==> config.mk <==
export PLATFORM = sky130hd
export DESIGN_NAME = detection_report_aggregator_unit
export DESIGN_NICKNAME = d
export VERILOG_FILES = /design/src/hw/rtl/dra_pkg.sv /design/src/hw/rtl/detection_report_aggregator_unit.sv /design/src/hw/rtl/dra_ram.sv /design/src/hw/rtl/dra_datapath.sv /design/src/hw/rtl/dra_controller.sv
export SDC_FILE = /design/constraint.sdc
export NUM_CORES = 2
export LEC_CHECK = 0
export ABC_AREA = 1
export BUFFER_PORTS_ARGS = -buffer_cell sky130_fd_sc_hd__buf_2
export CAP_MARGIN = 20
export CORE_MARGIN = 3
export CORE_UTILIZATION = 49
export DETAILED_ROUTE_END_ITERATION = 8
export PLACE_DENSITY_LB_ADDON = 0.15
export SETUP_SLACK_MARGIN = 0.1
export SYNTH_ARGS = -nofsm -noshare
export SYNTH_HDL_FRONTEND = slang
export SYNTH_SLANG_ARGS = --single-unit
==> constraint.sdc <==
create_clock -name clock -period 6.9 [get_ports clock]
set_input_delay 1.725 -clock clock [delete_from_list [all_inputs] [get_ports clock]]
set_output_delay 1.725 -clock clock [all_outputs]
set_load 0.02 [all_outputs]
==> src/hw/rtl/dra_pkg.sv <==
// Shared types for the detection report aggregator: channel payloads,
// the stored table entry, and the controller/datapath command and status groups.
// No dependencies.
package dra_pkg;

   typedef struct packed {
      logic               command;
      logic [15:0]        target_id;
      logic [31:0]        emission_tag;
      logic signed [15:0] sn_db;
   } req_type;

   typedef struct packed {
      logic [15:0]        target_id_out;
      logic [31:0]        emission_tag_out;
      logic signed [15:0] best_sn_db;
      logic               last;
   } rsp_type;

   typedef struct packed {
      logic [15:0]        target;
      logic [31:0]        emission;
      logic signed [15:0] best_sn;
   } entry_type;

   localparam int unsigned EntryWidth = $bits(entry_type);

   // Input command codes
   localparam logic CMD_DETECTION   = 1'b0;
   localparam logic CMD_END_OF_SCAN = 1'b1;

   // Controller to datapath
   typedef struct packed {
      logic load_item;    // capture the accepted input transfer
      logic clear_idx;    // restart the table walk at entry 0
      logic search_step;  // issue a read for the next entry under search
      logic write_entry;  // write the held item (update on hit, append on miss)
      logic emit_load;    // load the output register from the read entry
      logic advance;      // step the walk index during emission
      logic clear_count;  // empty the table
   } dra_cmd_type;

   // Datapath to controller
   typedef struct packed {
      logic count_zero;
      logic hit;          // entry checked this cycle matches the held target
      logic greater;      // held ratio strictly above the stored one
      logic miss_done;    // every entry checked, none matched
      logic full;
      logic emit_last;    // walk index points at the final stored entry
      logic out_free;     // output register empty or being taken
   } dra_sts_type;

endpackage

==> src/hw/rtl/detection_report_aggregator_unit.sv <==
// Detection report aggregator: keeps one radar scan's detections in a table
// of up to TABLE_DEPTH entries keyed by target id, keeping per target the
// emission tag with the strictly largest signed ratio, and at end of scan
// streams every entry in table order with last set on the final one, then
// empties the table. Items are handled one at a time. A detection compares
// against the stored entries in turn until it finds a match (at most
// TABLE_DEPTH): the table sits in one RAM with a single registered
// read port, so the search reads one entry per cycle. An end-of-scan item
// reads and then loads each emitted entry in turn, waiting while the
// result side stalls; an end-of-scan with an empty table, or any item while
// track_manager_present is 0, is finished on acceptance without leaving idle.
// Register 0 at byte address 0 (bit 0) is track_manager_present, reset 1;
// with it clear detections are dropped and end of scan empties the table
// silently. Write it only while the block is idle. Depends on dra_pkg,
// dra_controller, dra_datapath, dra_ram.
module detection_report_aggregator_unit #(
   parameter int unsigned TABLE_DEPTH = 32
) (
   input  logic              clock,
   input  logic              reset,
   // Input channel
   input  logic              req_valid,
   output logic              req_stall,
   input  dra_pkg::req_type  req_payload,
   // Result channel
   output logic              rsp_valid,
   input  logic              rsp_stall,
   output dra_pkg::rsp_type  rsp_payload,
   // Configuration port
   input  logic              psel,
   input  logic              penable,
   input  logic              pwrite,
   input  logic [2:0]        paddr,
   input  logic [31:0]       pwdata,
   output logic [31:0]       prdata,
   output logic              pready
);
   import dra_pkg::*;

   dra_cmd_type cmd;
   dra_sts_type sts;
   logic        track_manager_present_ff, track_manager_present_in;
   logic        csr_write;

   // Register file: one bit; address bit 2 selects the register slot, so
   // any write outside slot 0 is dropped.
   assign pready    = 1'b1;
   assign csr_write = psel && penable && pwrite && pready && !paddr[2];

   always_comb begin
      track_manager_present_in = track_manager_present_ff;
      if (csr_write) begin
         track_manager_present_in = pwdata[0];
      end
   end

   always_ff @(posedge clock) begin
      if (reset) begin
         track_manager_present_ff <= 1'b1;
      end else begin
         track_manager_present_ff <= track_manager_present_in;
      end
   end

   assign prdata = paddr[2] ? 32'd0 : {31'd0, track_manager_present_ff};

   // Sequence each transfer: search/update/append or end-of-scan burst
   dra_controller u_ctrl (
      .clock                 (clock),
      .reset                 (reset),
      .track_manager_present (track_manager_present_ff),
      .req_valid             (req_valid),
      .req_command           (req_payload.command),
      .req_stall             (req_stall),
      .sts                   (sts),
      .cmd                   (cmd)
   );

   // Hold the table, the walk and the output register
   dra_datapath #(
      .TABLE_DEPTH (TABLE_DEPTH)
   ) u_dp (
      .clock       (clock),
      .reset       (reset),
      .cmd         (cmd),
      .sts         (sts),
      .req_payload (req_payload),
      .rsp_stall   (rsp_stall),
      .rsp_valid   (rsp_valid),
      .rsp_payload (rsp_payload)
   );

   a_cfg_idle_drop: assert property (@(posedge clock) disable iff (reset)
      req_valid && !req_stall && !track_manager_present_ff |=> !req_stall)
      else $error("dropped item held the input side");

   a_result_held: assert property (@(posedge clock) disable iff (reset)
      rsp_valid && rsp_stall |=> rsp_valid && $stable(rsp_payload))
      else $error("waiting result changed or dropped");

   a_stall_while_busy: assert property (@(posedge clock) disable iff (reset)
      cmd.search_step |-> req_stall)
      else $error("input taken during a table search");

endmodule

==> src/hw/rtl/dra_ram.sv <==
// Generic single write port, single read port RAM with registered read data.
// No dependencies.
module dra_ram #(
   parameter int unsigned WIDTH      = 64,
   parameter int unsigned DEPTH      = 32,
   parameter int unsigned ADDR_WIDTH = (DEPTH > 1) ? $clog2(DEPTH) : 1
) (
   input  logic                  clock,
   input  logic                  wr_en,
   input  logic [ADDR_WIDTH-1:0] wr_addr,
   input  logic [WIDTH-1:0]      wr_data,
   input  logic [ADDR_WIDTH-1:0] rd_addr,
   output logic [WIDTH-1:0]      rd_data
);

   logic [WIDTH-1:0] mem_ff [DEPTH];
   logic [WIDTH-1:0] rd_data_ff;

   always_ff @(posedge clock) begin
      if (wr_en) begin
         mem_ff[wr_addr] <= wr_data;
      end
      rd_data_ff <= mem_ff[rd_addr];
   end

   assign rd_data = rd_data_ff;

endmodule

==> src/hw/rtl/dra_datapath.sv <==
// Datapath of the detection report aggregator: held item, entry table RAM,
// fill count, walk index, compare stage and output register.
// Depends on dra_pkg and dra_ram.
module dra_datapath #(
   parameter int unsigned TABLE_DEPTH = 32
) (
   input  logic                 clock,
   input  logic                 reset,
   input  dra_pkg::dra_cmd_type cmd,
   output dra_pkg::dra_sts_type sts,
   input  dra_pkg::req_type     req_payload,
   input  logic                 rsp_stall,
   output logic                 rsp_valid,
   output dra_pkg::rsp_type     rsp_payload
);
   import dra_pkg::*;

   localparam int unsigned AddrWidth  = (TABLE_DEPTH > 1) ? $clog2(TABLE_DEPTH) : 1;
   localparam int unsigned CountWidth = $clog2(TABLE_DEPTH + 1);
   localparam logic [CountWidth:0] DepthValue = (CountWidth + 1)'(TABLE_DEPTH);

   req_type                item_ff;
   logic [CountWidth-1:0]  count_ff, count_in;
   logic [CountWidth-1:0]  idx_ff, idx_in;
   logic [CountWidth-1:0]  chk_idx_ff;
   logic                   chk_ff, chk_in;
   logic                   rsp_valid_ff, rsp_valid_in;
   rsp_type                rsp_ff;
   logic [EntryWidth-1:0]  rd_data;
   entry_type              rd_entry;
   entry_type              wr_entry;
   logic [AddrWidth-1:0]   wr_addr;
   logic                   issue;
   logic                   chk_is_last;

   assign issue    = idx_ff < count_ff;
   assign rd_entry = entry_type'(rd_data);

   assign wr_entry.target   = item_ff.target_id;
   assign wr_entry.emission = item_ff.emission_tag;
   assign wr_entry.best_sn  = item_ff.sn_db;
   // On a hit rewrite the matching slot, otherwise append at the fill count
   assign wr_addr = sts.hit ? chk_idx_ff[AddrWidth-1:0] : count_ff[AddrWidth-1:0];

   dra_ram #(
      .WIDTH (EntryWidth),
      .DEPTH (TABLE_DEPTH)
   ) u_table (
      .clock   (clock),
      .wr_en   (cmd.write_entry),
      .wr_addr (wr_addr),
      .wr_data (wr_entry),
      .rd_addr (idx_ff[AddrWidth-1:0]),
      .rd_data (rd_data)
   );

   assign chk_is_last = ({1'b0, chk_idx_ff} + (CountWidth + 1)'(1)) == {1'b0, count_ff};

   always_comb begin
      sts.count_zero = count_ff == '0;
      sts.hit        = chk_ff && (rd_entry.target == item_ff.target_id);
      sts.greater    = $signed(item_ff.sn_db) > $signed(rd_entry.best_sn);
      sts.miss_done  = sts.count_zero || (chk_ff && !sts.hit && chk_is_last);
      sts.full       = {1'b0, count_ff} >= DepthValue;
      sts.emit_last  = ({1'b0, idx_ff} + (CountWidth + 1)'(1)) == {1'b0, count_ff};
      sts.out_free   = !rsp_valid_ff || !rsp_stall;
   end

   always_comb begin
      count_in = count_ff;
      if (cmd.clear_count) begin
         count_in = '0;
      end else if (cmd.write_entry && !sts.hit) begin
         count_in = count_ff + CountWidth'(1);
      end

      idx_in = idx_ff;
      if (cmd.clear_idx) begin
         idx_in = '0;
      end else if ((cmd.search_step && issue) || cmd.advance) begin
         idx_in = idx_ff + CountWidth'(1);
      end

      chk_in = cmd.search_step && issue;

      rsp_valid_in = rsp_valid_ff && rsp_stall;
      if (cmd.emit_load) begin
         rsp_valid_in = 1'b1;
      end
   end

   always_ff @(posedge clock) begin
      if (reset) begin
         count_ff     <= '0;
         idx_ff       <= '0;
         chk_ff       <= 1'b0;
         rsp_valid_ff <= 1'b0;
      end else begin
         count_ff     <= count_in;
         idx_ff       <= idx_in;
         chk_ff       <= chk_in;
         rsp_valid_ff <= rsp_valid_in;
      end
   end

   always_ff @(posedge clock) begin
      if (cmd.load_item) begin
         item_ff <= req_payload;
      end
      chk_idx_ff <= idx_ff;
      if (cmd.emit_load) begin
         rsp_ff.target_id_out    <= rd_entry.target;
         rsp_ff.emission_tag_out <= rd_entry.emission;
         rsp_ff.best_sn_db       <= rd_entry.best_sn;
         rsp_ff.last             <= sts.emit_last;
      end
   end

   assign rsp_valid   = rsp_valid_ff;
   assign rsp_payload = rsp_ff;

   a_count_bound: assert property (@(posedge clock) disable iff (reset)
      {1'b0, count_ff} <= DepthValue)
      else $error("fill count beyond table depth");

   a_append_counts: assert property (@(posedge clock) disable iff (reset)
      cmd.write_entry && !sts.hit && !cmd.clear_count |=> count_ff == $past(count_ff) + CountWidth'(1))
      else $error("append did not grow the table");

   a_no_overwrite: assert property (@(posedge clock) disable iff (reset)
      cmd.emit_load |-> sts.out_free)
      else $error("output register overwritten while a result waits");

   a_last_empties: assert property (@(posedge clock) disable iff (reset)
      cmd.emit_load && sts.emit_last |=> count_ff == '0)
      else $error("table not emptied after final result");

endmodule

==> src/hw/rtl/dra_controller.sv <==
// Controller state machine of the detection report aggregator: sequences the
// table search, update/append and the end-of-scan emission.
// Depends on dra_pkg.
module dra_controller (
   input  logic                 clock,
   input  logic                 reset,
   input  logic                 track_manager_present,
   input  logic                 req_valid,
   input  logic                 req_command,
   output logic                 req_stall,
   input  dra_pkg::dra_sts_type sts,
   output dra_pkg::dra_cmd_type cmd
);
   import dra_pkg::*;

   localparam logic [1:0] ST_IDLE      = 2'd0;
   localparam logic [1:0] ST_SEARCH    = 2'd1;
   localparam logic [1:0] ST_EMIT_READ = 2'd2;
   localparam logic [1:0] ST_EMIT_LOAD = 2'd3;

   logic [1:0] state_ff, state_in;
   logic       accept;

   assign req_stall = state_ff != ST_IDLE;
   assign accept    = req_valid && !req_stall;

   always_comb begin
      state_in = state_ff;
      cmd      = '0;
      unique case (state_ff)
         ST_IDLE: begin
            if (accept) begin
               cmd.load_item = 1'b1;
               cmd.clear_idx = 1'b1;
               if (req_command == CMD_END_OF_SCAN) begin
                  if (track_manager_present && !sts.count_zero) begin
                     state_in = ST_EMIT_READ;
                  end else begin
                     cmd.clear_count = 1'b1;
                  end
               end else if (track_manager_present) begin
                  state_in = ST_SEARCH;
               end
            end
         end
         ST_SEARCH: begin
            priority if (sts.hit) begin
               cmd.write_entry = sts.greater;
               state_in        = ST_IDLE;
            end else if (sts.miss_done) begin
               cmd.write_entry = !sts.full;
               state_in        = ST_IDLE;
            end else begin
               cmd.search_step = 1'b1;
            end
         end
         ST_EMIT_READ: begin
            state_in = ST_EMIT_LOAD;
         end
         ST_EMIT_LOAD: begin
            if (sts.out_free) begin
               cmd.emit_load = 1'b1;
               cmd.advance   = 1'b1;
               if (sts.emit_last) begin
                  cmd.clear_count = 1'b1;
                  state_in        = ST_IDLE;
               end else begin
                  state_in = ST_EMIT_READ;
               end
            end
         end
         default: begin
            state_in = ST_IDLE;
         end
      endcase
   end

   always_ff @(posedge clock) begin
      if (reset) begin
         state_ff <= ST_IDLE;
      end else begin
         state_ff <= state_in;
      end
   end

   a_write_only_search: assert property (@(posedge clock) disable iff (reset)
      cmd.write_entry |-> state_ff == ST_SEARCH)
      else $error("table written outside a search");

   a_emit_needs_read: assert property (@(posedge clock) disable iff (reset)
      cmd.emit_load |-> $past(state_ff) == ST_EMIT_READ || $past(state_ff) == ST_EMIT_LOAD)
      else $error("result loaded before its table read completed");

   a_search_ends: assert property (@(posedge clock) disable iff (reset)
      state_ff == ST_SEARCH && (sts.hit || sts.miss_done) |=> state_ff == ST_IDLE)
      else $error("search did not finish on its decision");

endmodule

======== Yosys cells after proc, flatten, opt, wreduce, memory -nomap -nowiden ========
Memory sizes are Yosys's and may differ from the RTL's. A register that Yosys moved wholly into a read port is not among the register bits.
Cells that the tools add are included.
word-level totals
  register bits after elaboration ......... 152
  word-level logic and storage cells ...... 88
  bits in writable memories ............... 2,048
  bits of input ports ..................... 107
  memories ................................ 1
  output and inout bits ................... 100
memory list
  name                 depth  bits a word  rd ports  clocked after memory_dff  write ports  RTL line       text
  u_dp.u_table.mem_ff  32     64           1         1                         1            dra_ram.sv:16  logic [WIDTH-1:0] mem_ff [DEPTH];
operators by class
  muxes and demuxes ....................... 28
  equality and inequality tests ........... 11
  $add $sub $neg .......................... 4
  order comparisons ....................... 3
  reduce and logical (&&, ||, !) cells .... 27
operators by type and width
  cell                   number
  $mux W2                12
  $eq A16 B16 Y1         1
  $gt A16 B16 Y1         1
  $add A6 B1 Y7 const B  2
  $eq A7 B6 Y1           2
  $add A6 B1 Y6 const B  2
  $mux W1                12
  $logic_and A1 B1 Y1    11
  $pmux W2 S4            1
  $logic_not A1 Y1       7
  $ge A6 B6 Y1 const B   1
  $logic_not A6 Y1       1
  $lt A6 B6 Y1           1
  $ne A3 B2 Y1 const B   2
  $mux W5                1
  $reduce_and A5 Y1      1
  $eq A2 B2 Y1 const B   2
  $reduce_or A2 Y1       2
  $logic_or A1 B1 Y1     3
  $mux W3                1
  $ne A3 B3 Y1 const B   1
  $eq A2 B1 Y1 const B   1
  $logic_not A2 Y1       1
  $ne A2 B1 Y1 const B   1
  other kinds (3)        3

======== Logic depth before layout (Yosys ltp) ========
  depth after elaboration ................. 11
  depth in mapped cells ................... 16
  gate-level depth less buffers ........... 14

======== Modules after synthesis ========
From an unflattened synthesis, not the netlist that was laid out.
unflattened totals
  cells, all modules ...................... 7,331
  area, all modules ....................... 89,528.4 um2
modules (own cells, without submodules)
  module                            sequential area each (um2)  instances  area each (um2)  cells an instance
  dra_ram                           62,780.2                    1          82,990.8         6,768
  dra_datapath                      4,274.1                     1          5,880.6          454
  dra_controller                    40.0                        1          342.8            63
  detection_report_aggregator_unit  20.0                        1          314.1            46

======== Worst setup path after synthesis ========
OpenSTA, ideal clock, no wires.
  kind .................................... input to register
  start point ............................. input port rsp_stall
  end point ............................... register u_dp.count_ff[0]
  setup time .............................. 121 ps
  slack ................................... 1,260 ps
  arrival ................................. 5,519 ps
  stages on the path ...................... 8
  required time ........................... 6,779 ps
  cell sequence ........................... nand2_1 > inv_1 > nor2_1 > inv_1 > o22ai_1 > nand2_1 > nand2_1 > a21oi_1
between the ends
  longest elaborated chain between the ends .. 5
RTL lines
  element                     RTL line                                text
  from (decl)                 detection_report_aggregator_unit.sv:27  input logic rsp_stall,
  $logic_not A1 Y1            dra_datapath.sv:66                      sts.out_free = !rsp_valid_ff || !rsp_stall;
  $logic_or A1 B1 Y1          dra_datapath.sv:66
  $mux W3                     dra_controller.sv:61                    if (sts.out_free) begin
  $pmux W1 S2                 dra_controller.sv:30                    unique case (state_ff)
  $reduce_or A2 Y1 (no line)  -
  to (signal assigned)        dra_datapath.sv:99                      count_ff <= count_in;
  to (decl)                   dra_datapath.sv:23                      logic [CountWidth-1:0] count_ff, count_in;
Every way passes these cells.
A chain may end at the register's enable or synchronous reset.

======== Worst setup path after layout ========
  start point ............................. register u_dp.item_ff[57] in the netlist's numbering
  end point ............................... memory u_dp.u_table.mem_ff[10][0] (enable)
between the ends
  longest elaborated chain between the ends .. 11
  elaborated cells on any way between the ends .. 12
  classes of those cells .................. eq/ne (1); mux (6); reduce/logical (5)
RTL lines
  element                           RTL line              text
  from (decl)                       dra_datapath.sv:22    req_type item_ff;
  from (signal assigned)            dra_datapath.sv:108   item_ff <= req_payload;
  $eq A16 B16 Y1 (*)                dra_datapath.sv:61    sts.hit = chk_ff && (rd_entry.target == item_ff.target_id);
  $logic_and A1 B1 Y1 (*)           dra_datapath.sv:61
  $logic_not A1 Y1                  dra_datapath.sv:63    sts.miss_done = sts.count_zero || (chk_ff && !sts.hit && chk_is_last);
  $logic_and A1 B1 Y1 (2 in a row)  dra_datapath.sv:63
  $logic_or A1 B1 Y1                dra_datapath.sv:63
  $mux W1                           dra_controller.sv:50  end else if (sts.miss_done) begin
  $mux W1                           dra_controller.sv:47  priority if (sts.hit) begin
  $mux W2                           dra_controller.sv:30
  $mux W1                           dra_ram.sv:20         if (wr_en) begin
  $mux W1 (not written as such)     dra_ram.sv:21         mem_ff[wr_addr] <= wr_data;
  to (decl)                         dra_ram.sv:16
Every way passes the cells marked *; elsewhere a longest branch is shown, timed or not.

==> flow_summary_export.csv <==
group,metric,value,unit
status,status,"finished clean",
finish,multi_input_area,18200,um2
cts,clk_pin_slew,0.06,ns
timing,slew_violations,0,
finish,seq_area,67100,um2
setup_path,arrival,5.58,ns
global_route,grt_pass1_vias,51919,
yosys,ys_types,33,
finish,drive_gt1_share,9.66,%
yosys,synth_cells,6579,
floorplanning,ioPinCount,207,
floorplanning,rows,154,
routing,vias_per_cell,5.98,
setup_path,cp_max_fo,23,
routing,vias,54945,
finish,nets,6784,
global_route,grt_max_degree,202,
power,p_clk_share,35.9,%
global_route,gr-total-overflow,0,
timing,hold_viol,0,
yosys,synth_area_leaders,"edfxtp_1, o21ai_0, nor2_1",
timing,finalCriticalPeriod,5.10,ns
place,gp_congestion,0.839,
yosys,yosysTopAreaCell,"edfxtp_1",
routing,drc,0,
floorplanning,dieArea,183000,um2
yosys,synth_edf_count,2177,
floorplanning,initial_core_util,49.4,%
finish,syn2layout_area_growth,12.3,%
routing,drt_first_pass_iters,6,
power,p_int,24.2,mW
power,pwr-share-seq,51.8,%
setup_path,critPathKind,"flop to flop",
setup_path,worstPathRequired,7.39,ns
setup_path,setup.worst_path.start_class,"flop",
routing,drtAntennaViolNets,0,
routing,routedWlPerCell,26.9,um
yosys,syn_area,87400,um2
timing,setup-tns-final,0,ns
power,power.density,336,nW/um2
finish,fill_cells,14286,
timing,rsz0062_at_grt,"no",
setup_path,endpoint_kind,"flop",
cts,clk_latency,0.87,ns
timing,finalClockSkew,0.0437,ns
place,io_buffers,141,
routing,drt_wl_total,247000,um
yosys,synthFlopType,"edfxtp_1",
power,p_switching,8.74,mW
cts,numCtsBuffers,223,
yosys,synth_seq_area_share,76.8,%
hold_path,hold_class,"flop to flop",
finish,layout.cells.non_filler,9181,
floorplanning,fp.coreArea,177000,um2
timing,timing.final.crit_share,73.8,%
cts,cts_tree,"done",
yosys,synthArstFlopShare,0,%
place,dp_hpwl,122000,um
cts,hold_buffers,0,
cts,post-cts-setup-buffers,0,
cts,clock-sinks,2264,
cts,cts_resized,0,
floorplanning,die_w,428,um
power,ir_drop,0.330,mV
global_route,grt_pass1_wl,360000,um
routing,drt_iter0_drc,6614,
cts,cts_buffer_depth,3,
yosys,synth_seq_cells,2264,
timing,tightest_slew,1.16,ns
finish,num_antenna_cells,0,
global_route,antenna_found_initial,8,
timing,relSlewSlack,22.7,%
yosys,synthDominantCellAreaShare,74.8,%
yosys,ys_top_cells_by_count,"edfxtp_1, nor2_1, o21ai_0",
yosys,ys_warn_count,0,
flow_run,cap_viol_max_count,0,
yosys,synth_most_common_cell,"edfxtp_1",
cts,cts-root-buf,"clkbuf_16",
floorplanning,die_y,428,um
cts,h-tree-depth,4,
power,combPwrFrac,12.3,%
timing,fmax,0.196,GHz
global_route,grtUsageTotal,26.4,%
place,placedCellCount,8747,
power,leakage,32.7,nW
yosys,avgSynthCellArea,13.3,um2
power,swShare,26.5,%
timing,setup_viol,0,
## cell type report
class                      instances  area share [%]
clock buffer                     300            6.16
clock inverter                   119            1.07
inverter                          88           0.370
multi-input combinational       3784            18.5
sequential                      2264            68.4
tap                             2340            2.98
timing repair buffer             286            2.52
## through the flow
| stage | area [um2] | hold WS [ns] | total power [mW] | util, % | worst slack [ns] |
|---|---|---|---|---|---|
| final | 98100 | 0.398 | 33.0 | 55.5 | 1.80 |
| after global routing | 98100 | 0.397 | 34.1 | 55.5 | 1.58 |
| after CTS | 97800 | 0.400 | 33.0 | 55.3 | 1.89 |
| after detailed placement | 90700 | 0.389 | 21.3 | 51.3 | 1.91 |
| after global placement | 90600 | 0.386 | 21.2 | 51.3 | 2.01 |
| after floorplan | 87500 | 0.385 | 19.4 | - | 1.26 |
## cell families (layout without fill, tap and decap cells)
family	count (synthesis)	count (layout)	share of synthesized area, %
compound gates	1940	1940	12.1
xor+xnor	7	7	0.0702
fa+ha+maj	30	30	0.430
buf+inv	561	793	2.81
flops	2264	2264	76.8
other cells	2	32	0.00860
simple gates	1775	1775	7.78
## critical path, stage by stage (launching register included)
cell	delay [ns]
edfxtp_1	0.85
buf_4	0.31
nand2_1	0.07
inv_1	0.05
nor2_1	0.04
nor2_1	0.37
nand2_1	0.12
nor2_2	0.18
nand3_2	0.21
inv_2	0.15
nand2_1	0.05
o21ai_0	0.23
nand4_2	0.59
nor2_4	0.97
buf_4	0.51
## flip-flops by register name, summed over array words and instances (netlist names)
signal / flops
u_dp.u_table.mem_ff: 2048
u_dp.rsp_payload: 65
u_dp.item_ff: 64
u_dp.u_table.rd_data: 64
u_dp.chk_idx_ff: 6
u_dp.count_ff: 6
u_dp.idx_ff: 6
u_ctrl.state_ff: 2
track_manager_present_ff: 1
u_dp.chk_ff: 1
u_dp.rsp_valid: 1
## metal layers
layer	share of wire (%)	GRT usage [%]	wire, um	up-vias
met5	0.0032	0	8	-
met4	2.7	7.70	6780	2
met3	7.8	3.99	19200	369
met2	47	41.4	115000	2346
met1	43	38.7	106000	27747
li1	-	-	-	24481
## path summary, 6_finish.rpt
kind	from	endpoint	slack, ns	depth (start not counted)
setup / recovery	u_dp.item_ff[57]$_DFFE_PP_	u_dp.u_table.mem_ff[10][0]$_DFFE_PP_	1.80	14
hold / removal	u_dp.u_table.rd_data[24]$_DFF_P_	u_dp.rsp_payload[25]$_DFFE_PP_	0.40	0
setup reg to reg	u_dp.item_ff[57]$_DFFE_PP_	u_dp.u_table.mem_ff[10][0]$_DFFE_PP_	1.80	14
hold reg to reg	u_dp.u_table.rd_data[24]$_DFF_P_	u_dp.rsp_payload[25]$_DFFE_PP_	0.40	0
## power groups by stage
stage	registers, mW	clock network (mW)	logic [mW]
CTS	17.2	12.0	3.81
finish	17.1	11.8	4.05
global placement	17.5	0	3.75
global route	17.2	12.6	4.40
detailed placement	17.5	0	3.79
floorplan	17.3	0	2.11
## layout by cell type (no fill, tap or decap), drive strengths merged
cell	instances
a21oi	75
nor3	2
o211ai	1
o21ai	1225
nor2	1305
clkbuf	300
xor2	6
a21boi	1
nand3	47
nand2	408
buf	286
o22ai	609
clkinv	92
a21o	1
clkinvlp	5
conb	32
bufinv	15
o31ai	22
edfxtp	2177
xnor2	1
o21bai	1
a32o	5
inv	95
dfxtp	87
ha	30
nand4	13
Power figures use the tool's default switching activity.
